[src/design/ordered_key_list_engine_unit_macros.svh]
// Assertion macros used by the key list engine sequencer.
`ifndef ORDERED_KEY_LIST_ENGINE_UNIT_MACROS_SVH
`define ORDERED_KEY_LIST_ENGINE_UNIT_MACROS_SVH

// Same-cycle implication, checked outside reset.
`define OKLE_ASSERT_IMP(lbl, clk, rst_n, ante, cons) \
    lbl: assert property (@(posedge clk) disable iff (!rst_n) (ante) |-> (cons)) \
        else $error("okle assertion failed");

// Next-cycle implication, checked outside reset.
`define OKLE_ASSERT_NXT(lbl, clk, rst_n, ante, cons) \
    lbl: assert property (@(posedge clk) disable iff (!rst_n) (ante) |=> (cons)) \
        else $error("okle assertion failed");

`endif

[src/design/okle_pkg.sv]
// Types, codes and address helpers of the ordered key list engine.
package okle_pkg;

    localparam int CAPACITY = 32;
    localparam int IDX_W    = (CAPACITY > 1) ? $clog2(CAPACITY) : 1;
    localparam int CNT_W    = $clog2(CAPACITY + 1);
    localparam int SUM_W    = CNT_W + 1;
    localparam int KEY_W    = 32;

    localparam logic [2:0] ACT_INSERT    = 3'd0;
    localparam logic [2:0] ACT_DEL_KEY   = 3'd1;
    localparam logic [2:0] ACT_DEL_FIRST = 3'd2;
    localparam logic [2:0] ACT_DEL_LAST  = 3'd3;
    localparam logic [2:0] ACT_READ      = 3'd4;

    localparam logic [2:0] ST_OK        = 3'd0;
    localparam logic [2:0] ST_NOT_FOUND = 3'd1;
    localparam logic [2:0] ST_FULL      = 3'd2;
    localparam logic [2:0] ST_EMPTY     = 3'd3;
    localparam logic [2:0] ST_RANGE     = 3'd4;

    typedef struct packed {
        logic [2:0]              action;
        logic signed [KEY_W-1:0] key;
        logic [4:0]              position;
    } req_t;

    typedef struct packed {
        logic [2:0]              status;
        logic signed [KEY_W-1:0] key_out;
        logic [5:0]              count;
    } rsp_t;

    typedef struct packed {
        logic             we;
        logic [IDX_W-1:0] waddr;
        logic [KEY_W-1:0] wdata;
        logic             re;
        logic [IDX_W-1:0] raddr;
    } ram_req_t;

    // Circular buffer: logical position from the front -> memory address.
    function automatic logic [IDX_W-1:0] phys(input logic [IDX_W-1:0] head,
                                              input logic [CNT_W-1:0] lpos);
        logic [SUM_W-1:0] sum;
        sum = SUM_W'(head) + SUM_W'(lpos);
        if (sum >= SUM_W'(CAPACITY))
            sum = sum - SUM_W'(CAPACITY);
        return IDX_W'(sum);
    endfunction

    function automatic logic [IDX_W-1:0] head_dec(input logic [IDX_W-1:0] head);
        return (head == '0) ? IDX_W'(CAPACITY - 1) : head - 1'b1;
    endfunction

    function automatic logic [IDX_W-1:0] head_inc(input logic [IDX_W-1:0] head);
        return (head == IDX_W'(CAPACITY - 1)) ? '0 : head + 1'b1;
    endfunction

endpackage

[src/design/okle_ram.sv]
// Simple dual-port RAM, one write and one registered read per cycle.
module okle_ram #(
    parameter int DEPTH = 32,
    parameter int WIDTH = 32,
    parameter int AW    = 5
) (
    input  logic             clk,
    input  logic             we,
    input  logic [AW-1:0]    waddr,
    input  logic [WIDTH-1:0] wdata,
    input  logic             re,
    input  logic [AW-1:0]    raddr,
    output logic [WIDTH-1:0] rdata
);

    logic [WIDTH-1:0] mem [DEPTH];
    logic [WIDTH-1:0] rdata_reg;

    always_ff @(posedge clk)
    begin
        if (we)
            mem[waddr] <= wdata;
    end

    always_ff @(posedge clk)
    begin
        if (re)
            rdata_reg <= mem[raddr];
    end

    assign rdata = rdata_reg;

endmodule

[src/design/okle_seq.sv]
// Sequencer: head and count, key scan, compaction walk and result capture.
`include "ordered_key_list_engine_unit_macros.svh"
module okle_seq (
    input  logic                             clk,
    input  logic                             rst_n,
    input  logic                             req_valid,
    output logic                             req_ready,
    input  okle_pkg::req_t                   req,
    output logic                             res_valid,
    input  logic                             res_ready,
    output okle_pkg::rsp_t                   res,
    output okle_pkg::ram_req_t               ram,
    input  logic [okle_pkg::KEY_W-1:0]       rdata
);

    localparam logic [2:0] S_IDLE  = 3'd0;
    localparam logic [2:0] S_SCAN  = 3'd1;
    localparam logic [2:0] S_SHIFT = 3'd2;
    localparam logic [2:0] S_READ  = 3'd3;
    localparam logic [2:0] S_DONE  = 3'd4;

    logic [2:0]                    state_reg, state_next;
    logic [okle_pkg::IDX_W-1:0]    head_reg, head_next;
    logic [okle_pkg::CNT_W-1:0]    count_reg, count_next;
    logic [okle_pkg::CNT_W-1:0]    idx_reg, idx_next;
    logic [okle_pkg::KEY_W-1:0]    key_reg, key_next;
    logic [2:0]                    status_reg, status_next;
    logic [okle_pkg::KEY_W-1:0]    key_out_reg, key_out_next;

    logic [okle_pkg::CNT_W-1:0]    idx_plus;
    logic                          at_last;
    logic                          is_empty;
    logic                          pos_ok;

    assign idx_plus = idx_reg + 1'b1;
    assign at_last  = (idx_plus == count_reg);
    assign is_empty = (count_reg == '0);
    assign pos_ok   = (32'(req.position) < 32'(count_reg))
                   && (32'(req.position) < 32'(okle_pkg::CAPACITY));

    always_ff @(posedge clk or negedge rst_n)
    begin
        if (!rst_n)
        begin
            state_reg <= S_IDLE;
            head_reg  <= '0;
            count_reg <= '0;
            idx_reg   <= '0;
        end
        else
        begin
            state_reg <= state_next;
            head_reg  <= head_next;
            count_reg <= count_next;
            idx_reg   <= idx_next;
        end
    end

    always_ff @(posedge clk)
    begin
        key_reg     <= key_next;
        status_reg  <= status_next;
        key_out_reg <= key_out_next;
    end

    always_comb
    begin
        state_next   = state_reg;
        head_next    = head_reg;
        count_next   = count_reg;
        idx_next     = idx_reg;
        key_next     = key_reg;
        status_next  = status_reg;
        key_out_next = key_out_reg;
        ram          = '0;

        case (state_reg)
            S_IDLE:
            begin
                if (req_valid)
                begin
                    key_next     = req.key;
                    status_next  = okle_pkg::ST_OK;
                    key_out_next = '0;
                    state_next   = S_DONE;
                    case (req.action)
                        okle_pkg::ACT_INSERT:
                        begin
                            if (count_reg == okle_pkg::CNT_W'(okle_pkg::CAPACITY))
                                status_next = okle_pkg::ST_FULL;
                            else
                            begin
                                head_next = okle_pkg::head_dec(head_reg);
                                ram.we    = 1'b1;
                                ram.waddr = okle_pkg::head_dec(head_reg);
                                ram.wdata = req.key;
                                count_next = count_reg + 1'b1;
                            end
                        end
                        okle_pkg::ACT_DEL_KEY:
                        begin
                            if (is_empty)
                                status_next = okle_pkg::ST_NOT_FOUND;
                            else
                            begin
                                ram.re     = 1'b1;
                                ram.raddr  = head_reg;
                                idx_next   = '0;
                                state_next = S_SCAN;
                            end
                        end
                        okle_pkg::ACT_DEL_FIRST:
                        begin
                            if (is_empty)
                                status_next = okle_pkg::ST_EMPTY;
                            else
                            begin
                                head_next  = okle_pkg::head_inc(head_reg);
                                count_next = count_reg - 1'b1;
                            end
                        end
                        okle_pkg::ACT_DEL_LAST:
                        begin
                            if (is_empty)
                                status_next = okle_pkg::ST_EMPTY;
                            else
                                count_next = count_reg - 1'b1;
                        end
                        okle_pkg::ACT_READ:
                        begin
                            if (pos_ok)
                            begin
                                ram.re     = 1'b1;
                                ram.raddr  = okle_pkg::phys(head_reg,
                                                 okle_pkg::CNT_W'(req.position));
                                state_next = S_READ;
                            end
                            else
                                status_next = okle_pkg::ST_RANGE;
                        end
                        default:
                        begin
                        end
                    endcase
                end
            end
            S_SCAN:
            begin
                // rdata holds the entry at idx_reg; fetch the next one meanwhile
                ram.re    = 1'b1;
                ram.raddr = okle_pkg::phys(head_reg, idx_plus);
                if (rdata == key_reg)
                begin
                    if (at_last)
                    begin
                        count_next = count_reg - 1'b1;
                        state_next = S_DONE;
                    end
                    else
                    begin
                        idx_next   = idx_plus;
                        state_next = S_SHIFT;
                    end
                end
                else if (at_last)
                begin
                    status_next = okle_pkg::ST_NOT_FOUND;
                    state_next  = S_DONE;
                end
                else
                    idx_next = idx_plus;
            end
            S_SHIFT:
            begin
                // move entry idx_reg down by one, fetch idx_reg + 1
                ram.we    = 1'b1;
                ram.waddr = okle_pkg::phys(head_reg, idx_reg - 1'b1);
                ram.wdata = rdata;
                ram.re    = 1'b1;
                ram.raddr = okle_pkg::phys(head_reg, idx_plus);
                if (at_last)
                begin
                    count_next = count_reg - 1'b1;
                    state_next = S_DONE;
                end
                else
                    idx_next = idx_plus;
            end
            S_READ:
            begin
                key_out_next = rdata;
                state_next   = S_DONE;
            end
            S_DONE:
            begin
                if (res_ready)
                    state_next = S_IDLE;
            end
            default:
            begin
                state_next = S_IDLE;
            end
        endcase
    end

    assign req_ready   = (state_reg == S_IDLE);
    assign res_valid   = (state_reg == S_DONE);
    assign res.status  = status_reg;
    assign res.key_out = key_out_reg;
    assign res.count   = 6'(count_reg);

    `OKLE_ASSERT_IMP(a_count_cap, clk, rst_n, 1'b1,
        count_reg <= okle_pkg::CNT_W'(okle_pkg::CAPACITY))
    `OKLE_ASSERT_IMP(a_idx_in_list, clk, rst_n,
        (state_reg == S_SCAN) || (state_reg == S_SHIFT), idx_reg < count_reg)
    `OKLE_ASSERT_IMP(a_write_states, clk, rst_n, ram.we,
        (state_reg == S_IDLE) || (state_reg == S_SHIFT))
    `OKLE_ASSERT_IMP(a_shift_no_overlap, clk, rst_n, state_reg == S_SHIFT,
        ram.waddr != ram.raddr)
    `OKLE_ASSERT_NXT(a_miss_reported, clk, rst_n,
        (state_reg == S_SCAN) && (rdata != key_reg) && at_last,
        status_reg == okle_pkg::ST_NOT_FOUND)

endmodule

[src/design/ordered_key_list_engine_unit.sv]
// Top level of the ordered key list engine: sequencer, entry RAM, result register.
//
//   channel  | handshake             | beat
//   ---------+-----------------------+-------------------------------
//   request  | req_valid / req_ready | req: action, key, position
//   response | rsp_valid / rsp_ready | rsp: status, key_out, count
//
// Actions other than delete by key finish without a RAM walk; a read in range also passes a RAM read state.
// Delete by key walks the entry RAM one entry per cycle (single read port),
// scan and compaction together in one pass.
// Reset clears head, count and control; RAM contents are not cleared.
// A finished beat waits in the response register; the next request is taken meanwhile.
module ordered_key_list_engine_unit (
    input  logic             clk,
    input  logic             rst_n,
    input  logic             req_valid,
    output logic             req_ready,
    input  okle_pkg::req_t   req,
    output logic             rsp_valid,
    input  logic             rsp_ready,
    output okle_pkg::rsp_t   rsp
);

    okle_pkg::ram_req_t         ram;
    logic [okle_pkg::KEY_W-1:0] rdata;
    logic                       res_valid;
    logic                       res_ready;
    okle_pkg::rsp_t             res;

    logic                       rsp_valid_reg;
    okle_pkg::rsp_t             rsp_reg;

    okle_seq u_seq (
        .clk       (clk),
        .rst_n     (rst_n),
        .req_valid (req_valid),
        .req_ready (req_ready),
        .req       (req),
        .res_valid (res_valid),
        .res_ready (res_ready),
        .res       (res),
        .ram       (ram),
        .rdata     (rdata)
    );

    okle_ram #(
        .DEPTH (okle_pkg::CAPACITY),
        .WIDTH (okle_pkg::KEY_W),
        .AW    (okle_pkg::IDX_W)
    ) u_ram (
        .clk   (clk),
        .we    (ram.we),
        .waddr (ram.waddr),
        .wdata (ram.wdata),
        .re    (ram.re),
        .raddr (ram.raddr),
        .rdata (rdata)
    );

    assign res_ready = !rsp_valid_reg || rsp_ready;

    always_ff @(posedge clk or negedge rst_n)
    begin
        if (!rst_n)
            rsp_valid_reg <= 1'b0;
        else if (res_valid && res_ready)
            rsp_valid_reg <= 1'b1;
        else if (rsp_ready)
            rsp_valid_reg <= 1'b0;
    end

    always_ff @(posedge clk)
    begin
        if (res_valid && res_ready)
            rsp_reg <= res;
    end

    assign rsp_valid = rsp_valid_reg;
    assign rsp       = rsp_reg;

endmodule

[config.mk]
export PLATFORM = sky130hd
export DESIGN_NAME = ordered_key_list_engine_unit
export DESIGN_NICKNAME = d
export VERILOG_FILES = /design/src/design/okle_pkg.sv /design/src/design/okle_ram.sv /design/src/design/okle_seq.sv /design/src/design/ordered_key_list_engine_unit.sv
export VERILOG_INCLUDE_DIRS = /design/src /design/src/design
export SDC_FILE = /design/constraint.sdc
export NUM_CORES = 2
export LEC_CHECK = 0
export BUFFER_PORTS_ARGS = -buffer_cell sky130_fd_sc_hd__buf_2
export CORE_UTILIZATION = 50
export CTS_CLUSTER_DIAMETER = 40
export DETAILED_ROUTE_END_ITERATION = 10
export PLACE_DENSITY = 0.63
export SLEW_MARGIN = 20
export SYNTH_ARGS = -nofsm -noshare
export SYNTH_HDL_FRONTEND = slang
export SYNTH_SLANG_ARGS = --single-unit
export TNS_END_PERCENT = 30
[constraint.sdc]
create_clock -name clk -period 8.8 [get_ports clk]
set_input_delay 0.88 -clock clk [delete_from_list [all_inputs] [get_ports clk]]
set_output_delay 0.88 -clock clk [all_outputs]
set_load 0.02 [all_outputs]
==> flow_metrics.py <==
metrics = {
    "run_status": {
        "status": "finished clean",
    },
    "layout": {
        "layout_common_cells": "edfxtp_1, a21oi_1, nand2_1",
        "nets": 3415,
        "drive_above_1_share": 0.133,
        "fillCellCount": 7097,
        "final_util": 0.579,
        "register_area_um2": 35500,
        "multi_input_area_um2": 11300,
        "antenna_cells": 0,
        "syn_to_final_growth_pct": 14.1,
        "largest_reg_flops": 1024,
        "final_common_cell": "edfxtp_1",
    },
    "sta": {
        "tns_ns": 0,
        "fmaxAchievable_mhz": 200,
        "setup_slack_ns": 3.79,
        "setup-violations-final": 0,
        "slew_headroom": 0.247,
        "worstMarginPinSlew_ns": 1.13,
        "clock_skew_ns": 0.0343,
        "hold_viol_final": 0,
        "holdWs_ns": 0.111,
        "finalCriticalPeriod_ns": 5.01,
        "rsz0062_at_grt": "false",
        "slew_viol_final": 0,
        "period_share": 0.569,
    },
    "critical_path": {
        "crit_chain": "inv_1, ha_1, inv_1, fa_1, nor3_1, a21oi_1, a21o_4, buf_4, a21o_1, a21oi_1, a211oi_1, a21oi_1, a31oi_1",
        "crit_type": "flip-flop to flip-flop",
        "crit_slowest_cell": "buf_4",
        "max_stage_delay_ns": 0.88,
        "worst_setup_path_end_kind": "flip-flop",
        "crit_arrival_ns": 5.60,
        "crit_top_cell": "a21oi_1",
        "r2r-start": "u_seq.idx_reg[0]",
        "startpoint": "u_seq.idx_reg[0]",
        "path_max_fanout": 80,
        "path_buf_inv": 3,
        "cp-start-kind": "flip-flop",
        "critical_path.top_delay_family": "compound AO/OA/AOI/OAI gates",
        "critPathRequiredTime_ns": 9.39,
    },
    "placement": {
        "place_hpwl_um": 67500,
        "place_congestion": 0.859,
        "io_buffers": 86,
        "pre_cts_ws_ns": 3.69,
    },
    "power_and_ir_drop": {
        "p_leak_uw": 0.0190,
        "peakVddDrop_uv": 213,
        "cellPowerDensity_nw_per_um2": 296,
        "finalPower_uw": 16100,
    },
    "drt": {
        "vias": 29500,
        "drt-total-wl_um": 131000,
        "detail_route.vias_per_cell": 6.26,
        "drt_iter0_markers": 3831,
        "drc_errors": 0,
        "drt_pass1_iterations": 5,
        "drtAntennaViolNets": 0,
        "avgRoutedWirePerCell_um": 27.7,
    },
    "die": {
        "die_w_um": 310,
        "die-area_um2": 96300,
        "rows": 112,
        "start_util": 0.507,
        "die_y_um": 310,
        "boundaryPins": 87,
        "core_area_um2": 93700,
    },
    "synth": {
        "dominantRegCellSynth": "edfxtp_1",
        "yosysSeqAreaShare": 0.746,
        "synth-warning-count": 0,
        "synth.distinct_cells": 64,
        "syn-num-nets": 3341,
        "synth.avg_cell_area_um2": 14.5,
        "synthArstFlopShare": 0.0177,
        "ys_ff_latch": 1185,
        "synth_edf_count": 1164,
        "syn_inst": 3272,
        "syn_area_um2": 47500,
    },
    "clocking": {
        "cts.htree.levels": 4,
        "cts_root_buffer": "clkbuf_16",
        "ctsHoldBuffers": 0,
        "clock_latency_ns": 0.76,
        "cts_tree": "yes",
        "clock_sinks": 1185,
        "cts_setup_buffers": 0,
        "clk_pin_slew_ns": 0.06,
        "cts.path.max_buffers": 3,
        "cts_made_buffers": 143,
        "post_cts_resize_count": 0,
    },
    "global_routing": {
        "grt_pass1_wl_um": 188000,
        "grt-ovfl-total": 0,
        "antenna_found_initial": 8,
        "grt_pass1_vias": 28300,
        "track_usage": 0.272,
        "grt_max_degree": 194,
    },
    "flow_run": {
        "drv_cap": 0,
    },
    "min_path": {
        "hold_class": "input pin to asynchronous set/reset pin",
    },
}
[power by group]
part	internal (µW)	switching (µW)
Combinational	905	2110
Sequential	6850	341
Clock	3480	2370
[final cells by class]
| class | count | share of cell area |
|---|---|---|
| clock buffer | 162 | 0.0673 |
| clock inverter | 101 | 0.0213 |
| inverter | 23 | 0.00159 |
| multi-input combinational | 1846 | 0.209 |
| sequential | 1185 | 0.654 |
| tap | 1254 | 0.0289 |
| timing repair buffer | 147 | 0.0180 |
[path summary, 6_finish.rpt]
| check | to | slack (ns) | cells after the start |
|---|---|---|---|
| worst max-delay path | u_ram.rdata[18] | 3.79 | 13 |
| worst min-delay path | u_seq.state_reg[0] | 0.11 | 1 |
| worst max register to register | u_ram.rdata[18] | 3.79 | 13 |
| worst min register to register | rsp[13] | 0.42 | 0 |
| max in group asynchronous | u_seq.idx_reg[0] | 8.33 | 1 |
| min in group clk | u_seq.key_reg[31] | 0.35 | 1 |
[layer usage]
metal,track usage,share of wire,vias up,routed length [µm]
li1,-,-,12800,-
met1,0.389,0.41,14800,53500
met2,0.416,0.46,1702,59900
met3,0.0565,0.11,230,14100
met4,0.0914,0.026,2,3390
met5,0,0.000092,-,12
[cell usage after synthesis (all sizes together) (38+ instances only)]
cell type  number  share of area
edfxtp       1164           0.74
a21oi         581          0.061
nand2         445          0.035
clkbuf        116         0.0092
a211oi        102          0.019
buf           102          0.011
a22o          100          0.018
mux2i          71          0.015
a21o           70          0.011
nor2           60         0.0048
xnor2          57          0.011
and2           38         0.0050
[through the flow]
stage	area (µm²)	std cells
6_report	54200	4718
5_1_grt	54200	4718
4_1_cts	54200	4716
2_1_floorplan	47500	3272
3_5_place_dp	49400	4453
3_3_place_gp	49400	4453
[kinds of logic (layout without fill, tap and decap cells)]
kind of cell,count (synthesis),count (layout),share of synthesized area
adder cells (fa/ha/maj),25,25,0.00705
buffers and inverters,241,433,0.0225
multiplexers,71,71,0.0150
XOR/XNOR,68,68,0.0125
AND/OR/NAND/NOR,642,642,0.0583
flip-flops,1185,1185,0.746
AO/OA/AOI/OAI,1040,1040,0.138
Note: power is estimated with default switching activity, not from simulation.
